**src/sv/salfu_pkg.sv**
```systemverilog
// Package for the set-associative LFU cache: sizes, way and row types and the
// set-index function shared by the top level and the lookup logic.
// No dependencies.
`default_nettype none

package salfu_pkg;

   localparam int NUM_SETS = 16;
   localparam int NUM_WAYS = 4;

   localparam int ADDR_W  = 32;
   localparam int COUNT_W = 16;
   localparam int MISS_W  = 32;
   localparam int SET_W   = (NUM_SETS > 1) ? $clog2(NUM_SETS) : 1;
   localparam int WAY_W   = (NUM_WAYS > 1) ? $clog2(NUM_WAYS) : 1;

   localparam int REQ_W = 8 * ((ADDR_W + 7) / 8);
   localparam int RSP_W = 8 * ((1 + MISS_W + 7) / 8);
   localparam int RSP_PAD_W = RSP_W - 1 - MISS_W;

   localparam logic [COUNT_W-1:0] USE_MAX  = '1;
   localparam logic [MISS_W-1:0]  MISS_MAX = '1;

   // Residues of the byte weights, used to fold the address before the
   // reciprocal step of the set-index computation.
   localparam int  FOLD_W = 20;
   localparam longint RES8  = (64'd1 << 8) % NUM_SETS;
   localparam longint RES16 = (64'd1 << 16) % NUM_SETS;
   localparam longint RES24 = (64'd1 << 24) % NUM_SETS;
   localparam int  RECIP_SHIFT = FOLD_W + $clog2(NUM_SETS);
   localparam longint RECIP = ((64'd1 << RECIP_SHIFT) + NUM_SETS - 1) / NUM_SETS;
   localparam int  PROD_W = 2 * FOLD_W + 2;

   typedef struct packed {
      logic               valid;
      logic [ADDR_W-1:0]  tag;
      logic [COUNT_W-1:0] count;
   } way_type;

   typedef way_type [NUM_WAYS-1:0] row_type;

   typedef struct packed {
      logic                hit;
      logic [NUM_WAYS-1:0] hit_vec;
      row_type             row;
   } lookup_type;

   // The address modulo NUM_SETS: the bytes are folded with their residues
   // into a value below 2**FOLD_W, and a multiply by the rounded-up
   // reciprocal gives the exact quotient of that value.
   function automatic logic [SET_W-1:0] set_of(input logic [ADDR_W-1:0] addr);
      logic [FOLD_W-1:0] folded;
      logic [PROD_W-1:0] prod;
      logic [FOLD_W-1:0] quot;
      logic [FOLD_W-1:0] rem;
      folded = FOLD_W'(addr[7:0])
             + FOLD_W'(FOLD_W'(addr[15:8]) * FOLD_W'(RES8))
             + FOLD_W'(FOLD_W'(addr[23:16]) * FOLD_W'(RES16))
             + FOLD_W'(FOLD_W'(addr[31:24]) * FOLD_W'(RES24));
      prod = PROD_W'(folded) * PROD_W'(RECIP);
      quot = FOLD_W'(prod >> RECIP_SHIFT);
      rem  = folded - FOLD_W'(quot * FOLD_W'(NUM_SETS));
      return SET_W'(rem);
   endfunction

endpackage

`default_nettype wire

```
**src/sv/salfu_lookup.sv**
```systemverilog
// Tag compare, victim choice and row update for one set of the LFU cache.
// Depends on salfu_pkg for the row and lookup types.
`default_nettype none

module salfu_lookup
   import salfu_pkg::*;
(
   input  wire logic [ADDR_W-1:0] addr,
   input  wire row_type           row,
   output lookup_type             result
);

   logic [NUM_WAYS-1:0] hit_vec;
   logic [NUM_WAYS-1:0] empty_vec;
   logic [WAY_W-1:0]    hit_way;
   logic [WAY_W-1:0]    empty_way;
   logic [WAY_W-1:0]    min_way;
   logic [WAY_W-1:0]    victim;
   logic [COUNT_W-1:0]  best_count;
   row_type             row_new;

   always_comb begin
      hit_vec   = '0;
      empty_vec = '0;
      hit_way   = '0;
      empty_way = '0;
      for (int w = NUM_WAYS - 1; w >= 0; w--) begin
         hit_vec[w]   = row[w].valid && (row[w].tag == addr);
         empty_vec[w] = !row[w].valid;
         if (hit_vec[w]) begin
            hit_way = WAY_W'(w);
         end
         if (empty_vec[w]) begin
            empty_way = WAY_W'(w);
         end
      end
   end

   // Lowest count in a full set, the lower way winning ties.
   always_comb begin
      best_count = row[0].count;
      min_way    = '0;
      for (int w = 1; w < NUM_WAYS; w++) begin
         if (row[w].count < best_count) begin
            best_count = row[w].count;
            min_way    = WAY_W'(w);
         end
      end
   end

   assign victim = (|empty_vec) ? empty_way : min_way;

   always_comb begin
      row_new = row;
      if (|hit_vec) begin
         if (row[hit_way].count != USE_MAX) begin
            row_new[hit_way].count = row[hit_way].count + COUNT_W'(1);
         end
      end else begin
         row_new[victim].valid = 1'b1;
         row_new[victim].tag   = addr;
         row_new[victim].count = COUNT_W'(1);
      end
   end

   assign result.hit     = |hit_vec;
   assign result.hit_vec = hit_vec;
   assign result.row     = row_new;

endmodule

`default_nettype wire

```
**src/sv/set_assoc_lfu_cache_sim.sv**
```systemverilog
// Top level of the set-associative LFU cache: set memory, lookup stage,
// result register and miss counter.
// Depends on salfu_pkg and salfu_lookup.
//
//   channel | direction | fields (tdata, lowest bit first)
//   req     | in        | access_address[31:0]
//   rsp     | out       | hit, miss_total[31:0], 7 zero bits
//
// One item enters per cycle while rsp does not stall; rsp_tvalid rises after the item
// has passed the registered read of the set memory and then the result register.
// After reset a clearing pass writes every set once, and
// req_tready stays low until it is done.
// A stalled rsp channel holds the lookup stage, and req_tready drops with it.
// A back-to-back access to the same set takes the row just written from a bypass register.
`default_nettype none

module set_assoc_lfu_cache_sim
   import salfu_pkg::*;
(
   input  wire logic             clock,
   input  wire logic             reset,
   input  wire logic             req_tvalid,
   output      logic             req_tready,
   input  wire logic [REQ_W-1:0] req_tdata,   // access_address
   output      logic             rsp_tvalid,
   input  wire logic             rsp_tready,
   output      logic [RSP_W-1:0] rsp_tdata    // hit, miss_total, zero fill
);

   row_type mem [NUM_SETS];

   logic              clear_busy_ff, clear_busy_in;
   logic [SET_W-1:0]  clear_idx_ff, clear_idx_in;
   logic              s1_valid_ff, s1_valid_in;
   logic              rsp_valid_ff, rsp_valid_in;
   logic              fwd_valid_ff, fwd_valid_in;
   logic [MISS_W-1:0] miss_ff, miss_in;

   logic [ADDR_W-1:0] addr_ff;
   logic [SET_W-1:0]  set_ff;
   row_type           rd_row_ff;
   row_type           fwd_row_ff;
   logic [SET_W-1:0]  fwd_set_ff;
   logic              rsp_hit_ff;
   logic [MISS_W-1:0] rsp_miss_ff;

   logic              req_accept;
   logic              out_free;
   logic              adv;
   logic [SET_W-1:0]  req_set;
   row_type           cur_row;
   lookup_type        lk;

   assign req_set    = set_of(req_tdata[ADDR_W-1:0]);
   assign out_free   = !rsp_valid_ff || rsp_tready;
   assign adv        = s1_valid_ff && out_free;
   assign req_tready = !clear_busy_ff && (!s1_valid_ff || out_free);
   assign req_accept = req_tvalid && req_tready;

   assign cur_row = (fwd_valid_ff && (fwd_set_ff == set_ff)) ? fwd_row_ff : rd_row_ff;

   salfu_lookup u_lookup (
      .addr   (addr_ff),
      .row    (cur_row),
      .result (lk)
   );

   always_comb begin
      clear_busy_in = clear_busy_ff;
      clear_idx_in  = clear_idx_ff;
      if (clear_busy_ff) begin
         if (clear_idx_ff == SET_W'(NUM_SETS - 1)) begin
            clear_busy_in = 1'b0;
         end else begin
            clear_idx_in = clear_idx_ff + SET_W'(1);
         end
      end

      s1_valid_in = s1_valid_ff;
      if (req_accept) begin
         s1_valid_in = 1'b1;
      end else if (adv) begin
         s1_valid_in = 1'b0;
      end

      rsp_valid_in = rsp_valid_ff;
      if (adv) begin
         rsp_valid_in = 1'b1;
      end else if (rsp_tready) begin
         rsp_valid_in = 1'b0;
      end

      fwd_valid_in = fwd_valid_ff || adv;

      miss_in = miss_ff;
      if (!lk.hit && (miss_ff != MISS_MAX)) begin
         miss_in = miss_ff + MISS_W'(1);
      end
   end

   always_ff @(posedge clock) begin
      if (reset) begin
         clear_busy_ff <= 1'b1;
         clear_idx_ff  <= '0;
         s1_valid_ff   <= 1'b0;
         rsp_valid_ff  <= 1'b0;
         fwd_valid_ff  <= 1'b0;
         miss_ff       <= '0;
      end else begin
         clear_busy_ff <= clear_busy_in;
         clear_idx_ff  <= clear_idx_in;
         s1_valid_ff   <= s1_valid_in;
         rsp_valid_ff  <= rsp_valid_in;
         fwd_valid_ff  <= fwd_valid_in;
         if (adv) begin
            miss_ff <= miss_in;
         end
      end
   end

   always_ff @(posedge clock) begin
      if (req_accept) begin
         addr_ff   <= req_tdata[ADDR_W-1:0];
         set_ff    <= req_set;
         rd_row_ff <= mem[req_set];
      end
      if (adv) begin
         fwd_row_ff  <= lk.row;
         fwd_set_ff  <= set_ff;
         rsp_hit_ff  <= lk.hit;
         rsp_miss_ff <= miss_in;
      end
   end

   always_ff @(posedge clock) begin
      if (clear_busy_ff) begin
         mem[clear_idx_ff] <= '0;
      end else if (adv) begin
         mem[set_ff] <= lk.row;
      end
   end

   assign rsp_tvalid = rsp_valid_ff;
   assign rsp_tdata  = {RSP_PAD_W'(0), rsp_miss_ff, rsp_hit_ff};

   a_hit_way_unique: assert property (@(posedge clock) disable iff (reset)
      s1_valid_ff |-> $onehot0(lk.hit_vec))
      else $error("more than one way matched the address");

   a_hit_keeps_misses: assert property (@(posedge clock) disable iff (reset)
      (adv && lk.hit) |=> (miss_ff == $past(miss_ff)))
      else $error("miss counter changed on a hit");

   a_miss_counts: assert property (@(posedge clock) disable iff (reset)
      (adv && !lk.hit && (miss_ff != MISS_MAX))
         |=> (miss_ff == MISS_W'($past(miss_ff) + MISS_W'(1))))
      else $error("miss counter did not advance on a miss");

   a_clear_empty_pipe: assert property (@(posedge clock) disable iff (reset)
      clear_busy_ff |-> (!s1_valid_ff && !rsp_valid_ff && !fwd_valid_ff))
      else $error("item in flight during the clearing pass");

endmodule

`default_nettype wire

```
**config.mk**
```make
export PLATFORM = sky130hd
export DESIGN_NAME = set_assoc_lfu_cache_sim
export DESIGN_NICKNAME = d
export VERILOG_FILES = /design/src/sv/salfu_pkg.sv /design/src/sv/salfu_lookup.sv /design/src/sv/set_assoc_lfu_cache_sim.sv
export SDC_FILE = /design/constraint.sdc
export NUM_CORES = 2
export LEC_CHECK = 0
export BUFFER_PORTS_ARGS = -buffer_cell sky130_fd_sc_hd__buf_4
export CORE_MARGIN = 4
export CORE_UTILIZATION = 31
export CTS_CLUSTER_SIZE = 28
export DETAILED_ROUTE_END_ITERATION = 8
export SYNTH_ARGS = -nofsm -noshare
export SYNTH_HDL_FRONTEND = slang
export SYNTH_SLANG_ARGS = --single-unit
```
**constraint.sdc**
```tcl
create_clock -name clock -period 22.7 [get_ports clock]
set_input_delay 0 -clock clock [delete_from_list [all_inputs] [get_ports clock]]
set_output_delay 0 -clock clock [all_outputs]
set_load 0.005 [all_outputs]
```
After elaboration in Yosys (flattened, before gate mapping)
Memories as Yosys holds them, arrays and structs flattened. A register that Yosys moved wholly into a read port is not among the register bits.
Index checks and enable logic that the tools add are counted.

word-level totals
  flip-flop bits (word level) = 309
  bits in writable memories = 3,136
  input bits = 36
  output and inout port bits = 42
  word-level logic and storage cells = 118
  memories = 1

operators by class
  $add $sub $neg = 4
  order comparisons = 7
  equal/unequal tests = 8
  muxes and demuxes = 46
  bitwise gates (word level) = 1
  reductions and logical operators = 28

memories
  memory  depth  width  read ports  clocked after Yosys merged registers in  write ports  RTL line                       RTL
  mem     16     196    1           1                                        1            set_assoc_lfu_cache_sim.sv:30  row_type mem [NUM_SETS];

operators by type and width
  cell                     count
  $bwmux W196              4
  $mux W196                4
  $demux W49 S2            4
  $reduce_or A196 Y1       1
  $eq A32 B32 Y1           4
  $bmux W49 S2             1
  $mux W16                 5
  $mux W49                 1
  $lt A16 B16 Y1           3
  $mux W48                 1
  $add A32 B1 Y32 const B  1
  $mux W32                 1
  $ne A32 B32 Y1 const B   1
  $mux W2                  11
  $add A16 B1 Y16 const B  1
  $ne A16 B16 Y1 const B   1
  $mux W1                  13
  $logic_and A1 B1 Y1      11
  $logic_not A1 Y1         8
  $reduce_or A4 Y1         2
  $lt A2 B3 Y1 const B     2
  $add A4 B1 Y4 const B    1
  $eq A4 B4 Y1             1
  $eq A4 B4 Y1 const B     1
  7 further kinds          11

Depth between registers and ports, before layout
  depth after elaboration = 19
  depth in mapped cells = 52

By module
Synthesis repeated with hierarchy kept, for this count alone.

unflattened totals
  cells, all modules = 6,616
  area total of the unflattened synthesis = 144,914.0 sq um

modules (own cells, without submodules)
  module                   times used  cells each  area an instance (sq um)  sequential area each (sq um)
  set_assoc_lfu_cache_sim  1           5,675       137,694.6                 108,814.4
  salfu_lookup             1           941         7,219.4                   0.0

Worst setup path before layout
Ideal clock, no wire load.

  kind = register to register
  start point = register rsp_valid_ff, in the netlist rsp_tvalid
  end point = memory mem[8][0] (netlist bit), enable pin
  setup time = 756 ps
  arrival time = 10,000 ps
  data required time = 21,944 ps
  slack = 11,943 ps
  cell stages (with the launch flop) = 10
  clock period less this slack = 10,757 ps
  cells stage by stage = dfxtp_1 -> nor2b_1 -> nand2b_1 -> clkbuf_1 -> inv_1 -> nand2b_1 -> clkbuf_1 -> buf_1 -> a31oi_1 -> nor2_1

between the ends
  cells in the longest elaborated chain, start to end = 8
  elaborated cells on any way between the ends = 9
  those cells by class = mux: 5; reduce/logical: 4

RTL lines
  item                                                 RTL line                        RTL
  from (decl)                                          set_assoc_lfu_cache_sim.sv:35   logic rsp_valid_ff, rsp_valid_in;
  from (signal assigned)                               set_assoc_lfu_cache_sim.sv:113  rsp_valid_ff <= rsp_valid_in;
  $logic_not A1 Y1 (*)                                 set_assoc_lfu_cache_sim.sv:55   assign out_free = !rsp_valid_ff || rsp_tready;
  $logic_or A1 B1 Y1 (*)                               set_assoc_lfu_cache_sim.sv:55
  $logic_and A1 B1 Y1 (*)                              set_assoc_lfu_cache_sim.sv:56   assign adv = s1_valid_ff && out_free;
  $mux W1 (*)                                          set_assoc_lfu_cache_sim.sv:138  end else if (adv) begin
  $mux W1 (*)                                          set_assoc_lfu_cache_sim.sv:136  if (clear_busy_ff) begin
  $mux W1 (implied by the code) (*)                    set_assoc_lfu_cache_sim.sv:139  mem[set_ff] <= lk.row;
  $reduce_or A196 Y1 (no source line)                  --
  $mux W4 (no source line) or $mux W1 (tied branches)  --
  to (decl)                                            set_assoc_lfu_cache_sim.sv:30

Every way passes the cells marked *; elsewhere a longest branch is shown, timed or not.

==> metrics <==
hold buffer count at CTS 65; CTS tree yes; total CTS buffers 355; Worst slew margin -3.609%; area delta synth->final 13.99%; GR Overflow Total 0; Max VDD drop 0.07024 mV; outcome complete, but fails checks; cell with the most instances after synthesis edfxtp_1; top-area cell type share of the netlist area 73.26%; most used cell, CP a21o_1; post-CTS resize count 0; Post-Layout Cell Count 14,320; CTS sink count approximately 3,600; final instance area 168,100 um^2; share of layout cells above drive strength 1 22.60%; Final WS setup between 10 and 15 ns; DR vias/cell 5.518; nets 7,867; die height 697.6 um; Place WS 10.61 ns; port bufs 70; gpl congestion 0.9719; cells after synthesis 7,518; H-tree depth 5; Leak 47.84 nW; RSZ-0062 raised after global routing false; post-synthesis register bit count approximately 3,600; first-pass GRT wire length 602.2 mm; largest net degree at the start of global routing 129; DIE AREA 486,700 um^2; leading area contributor after synthesis edfxtp_1; All-Layer GR Usage about 17%; Async SR Flop Fraction 0%; crit path from addr_ff[3]; startpoint types register; DP HPWL around 230 mm; critical setup path kind reg2reg; Final Power 13.77 mW; Post-Route Setup TNS 0 ns; routed wire length 424.5 mm; post-CTS setup buffer count 0; die width ~700 um; Warnings, synthesis 0; prevailing post-synth register cell edfxtp_1; initial antenna violation count 16; clock slew at reported path FFs 0.07 ns; Cell Area, Placed 156,100 um^2; Tmin final between 10 and 15 ns; failing checks DRC, capacitance limit, slew limit; fmax 80.78 MHz; residual DRC count 5; Clock Skew 0.09197 ns; Hold Path Class in2reg; Synth Cell Area 147,400 um^2; antenna viol nets, final 0; Final Setup Violations 0; DRC marker count from the first detailed-route iteration 11,350; Worst Max-Slew Pin Slew 1.540 ns; Pwr Density roughly 82 nW/um^2; Fin. Hold Viols 0; Distinct cells, synth 90; Post-synth EDFFs between 3,000 and 4,000; core area 474,200 um^2; Max-cap violations 1; Core Util, Final a little over a third; Avg WL per Cell 29.65 um; Skew-Pair Late Insertion Delay 0.94 ns; placed cell count 13,610; slowest cell on the critical path and4_4; syn avg cell area just under 20 um^2; max-slew violations 6; Tcrit/Tclk final 54.54%; IO Pins 78; drt pass-1 iters 9; number of global-route vias before repair 79,080; post-synthesis sequential area ratio 73.80%; initial core utilization 31.09%; worst r2r src addr_ff[3]; Synth area leaders edfxtp_1, mux4_2, mux2i_1; Rows 253; via count 79,000; Crit path required time between 20 and 25 ns; Hold Path Origin reset; CTS max path bufs 4; CTS Root Cell clkbuf_16; Fin Hold WS 0.1417 ns; CP arrival 12.98 ns; Worst Path Max Fanout 60; max incr delay on CP a little under 0.8 ns; Worst setup EP type register; Commonest cells post-synth edfxtp_1, mux4_2, nor2_1, clkbuf_1, nand2_1
## registers in the layout, summed over array words and instances, names as in the netlist
register,count
rsp_miss_ff,32
fwd_valid_ff,1
rsp_hit_ff,1
clear_busy_ff,1
mem,3136
rsp_tvalid,1
s1_valid_ff,1
addr_ff,32
clear_idx_ff,4
fwd_row_ff,196
rd_row_ff,196
fwd_set_ff,4
miss_ff,32
## cells in the final DEF (no fill, tap or decap), types with 16 or more instances in the layout
master	count
and2_1	158
mux4_2	960
nor2_4	18
nor2b_1	51
nor3_1	39
inv_1	127
clkbuf_1	75
o21ai_0	134
nor4_1	37
and3_1	28
nand4_1	47
edfxtp_1	3597
a21oi_1	233
o21ai_1	18
xnor2_1	59
mux2i_1	127
nand2b_1	63
clkinv_1	78
a31oi_1	92
dlygate4sd3_1	65
nor2_1	278
buf_4	256
buf_12	24
a2111oi_0	16
nand3_1	119
nand2_1	258
or3_1	17
xor2_1	66
o2111ai_1	18
bufinv_16	29
dfxtp_1	40
o22ai_1	68
clkbuf_16	367
clkinv_2	54
mux2_2	21
ha_1	46
a21o_1	41
a211oi_1	39
## report_power, final
group	internal [mW]	leakage, nW	switching (mW)
clock	3.30	5.49	2.52
combinational	0.198	13.4	0.276
sequential	7.44	28.9	0.0297
## cell type report
type	count	area (um^2)
Antenna cell	2	5.005
Clock buffer	445	9507
Clock inverter	193	1772
Fill cell	43440	306100
Inverter	128	488.0
Multi-Input combinational cell	3313	36540
Sequential cell	3637	108800
Tap cell	6247	7816
Timing Repair Buffer	350	3117
## metal layers
layer | global-route usage, % | vias up | share of wire (%)
li1 | - | 31540 | -
met1 | 23.68 | 42080 | 40
met2 | 26.34 | 4520 | 46
met3 | 3.598 | 858 | 10
met4 | 5.785 | 6 | 3.8
met5 | 0 | - | 0.0097
## kinds of logic (layout without fill, tap and decap cells)
| kind of cell | Yosys count | in the layout | share of synthesized area [%] |
|---|---|---|---|
| buffers and inverters | 574 | 1116 | 1.596 |
| AO/OA/AOI/OAI | 822 | 822 | 3.608 |
| multiplexers | 1109 | 1109 | 15.70 |
| flip-flops | 3637 | 3637 | 73.80 |
| AND/OR/NAND/NOR | 1196 | 1196 | 4.095 |
| adder cells (fa/ha/maj) | 50 | 50 | 0.4175 |
| XOR/XNOR | 129 | 129 | 0.7816 |
| other | 1 | 9 | 0.002543 |
## worst paths after layout
check           endpoint  slack (ns)  depth (start not counted)
max reg2reg  mem[2][164]       10.32                         38
min reg2reg   miss_ff[9]        0.52                          2
max          mem[2][164]       10.32                         38
min          miss_ff[15]        0.14                          3
## critical path, delay by kind of cell (launching register included)
kind / cells / cell delay [ns]
adders and majority gates: 3 / 0.97
xor gates and xnor gates: 1 / 0.27
buffers and inverters: 6 / 1.75
AOI/OAI and AO/OA: 16 / 4.24
and+or+nand+nor: 8 / 2.82
DFF: 1 / 0.39
muxes: 4 / 1.52
Note: power is estimated with default switching activity, not from simulation.
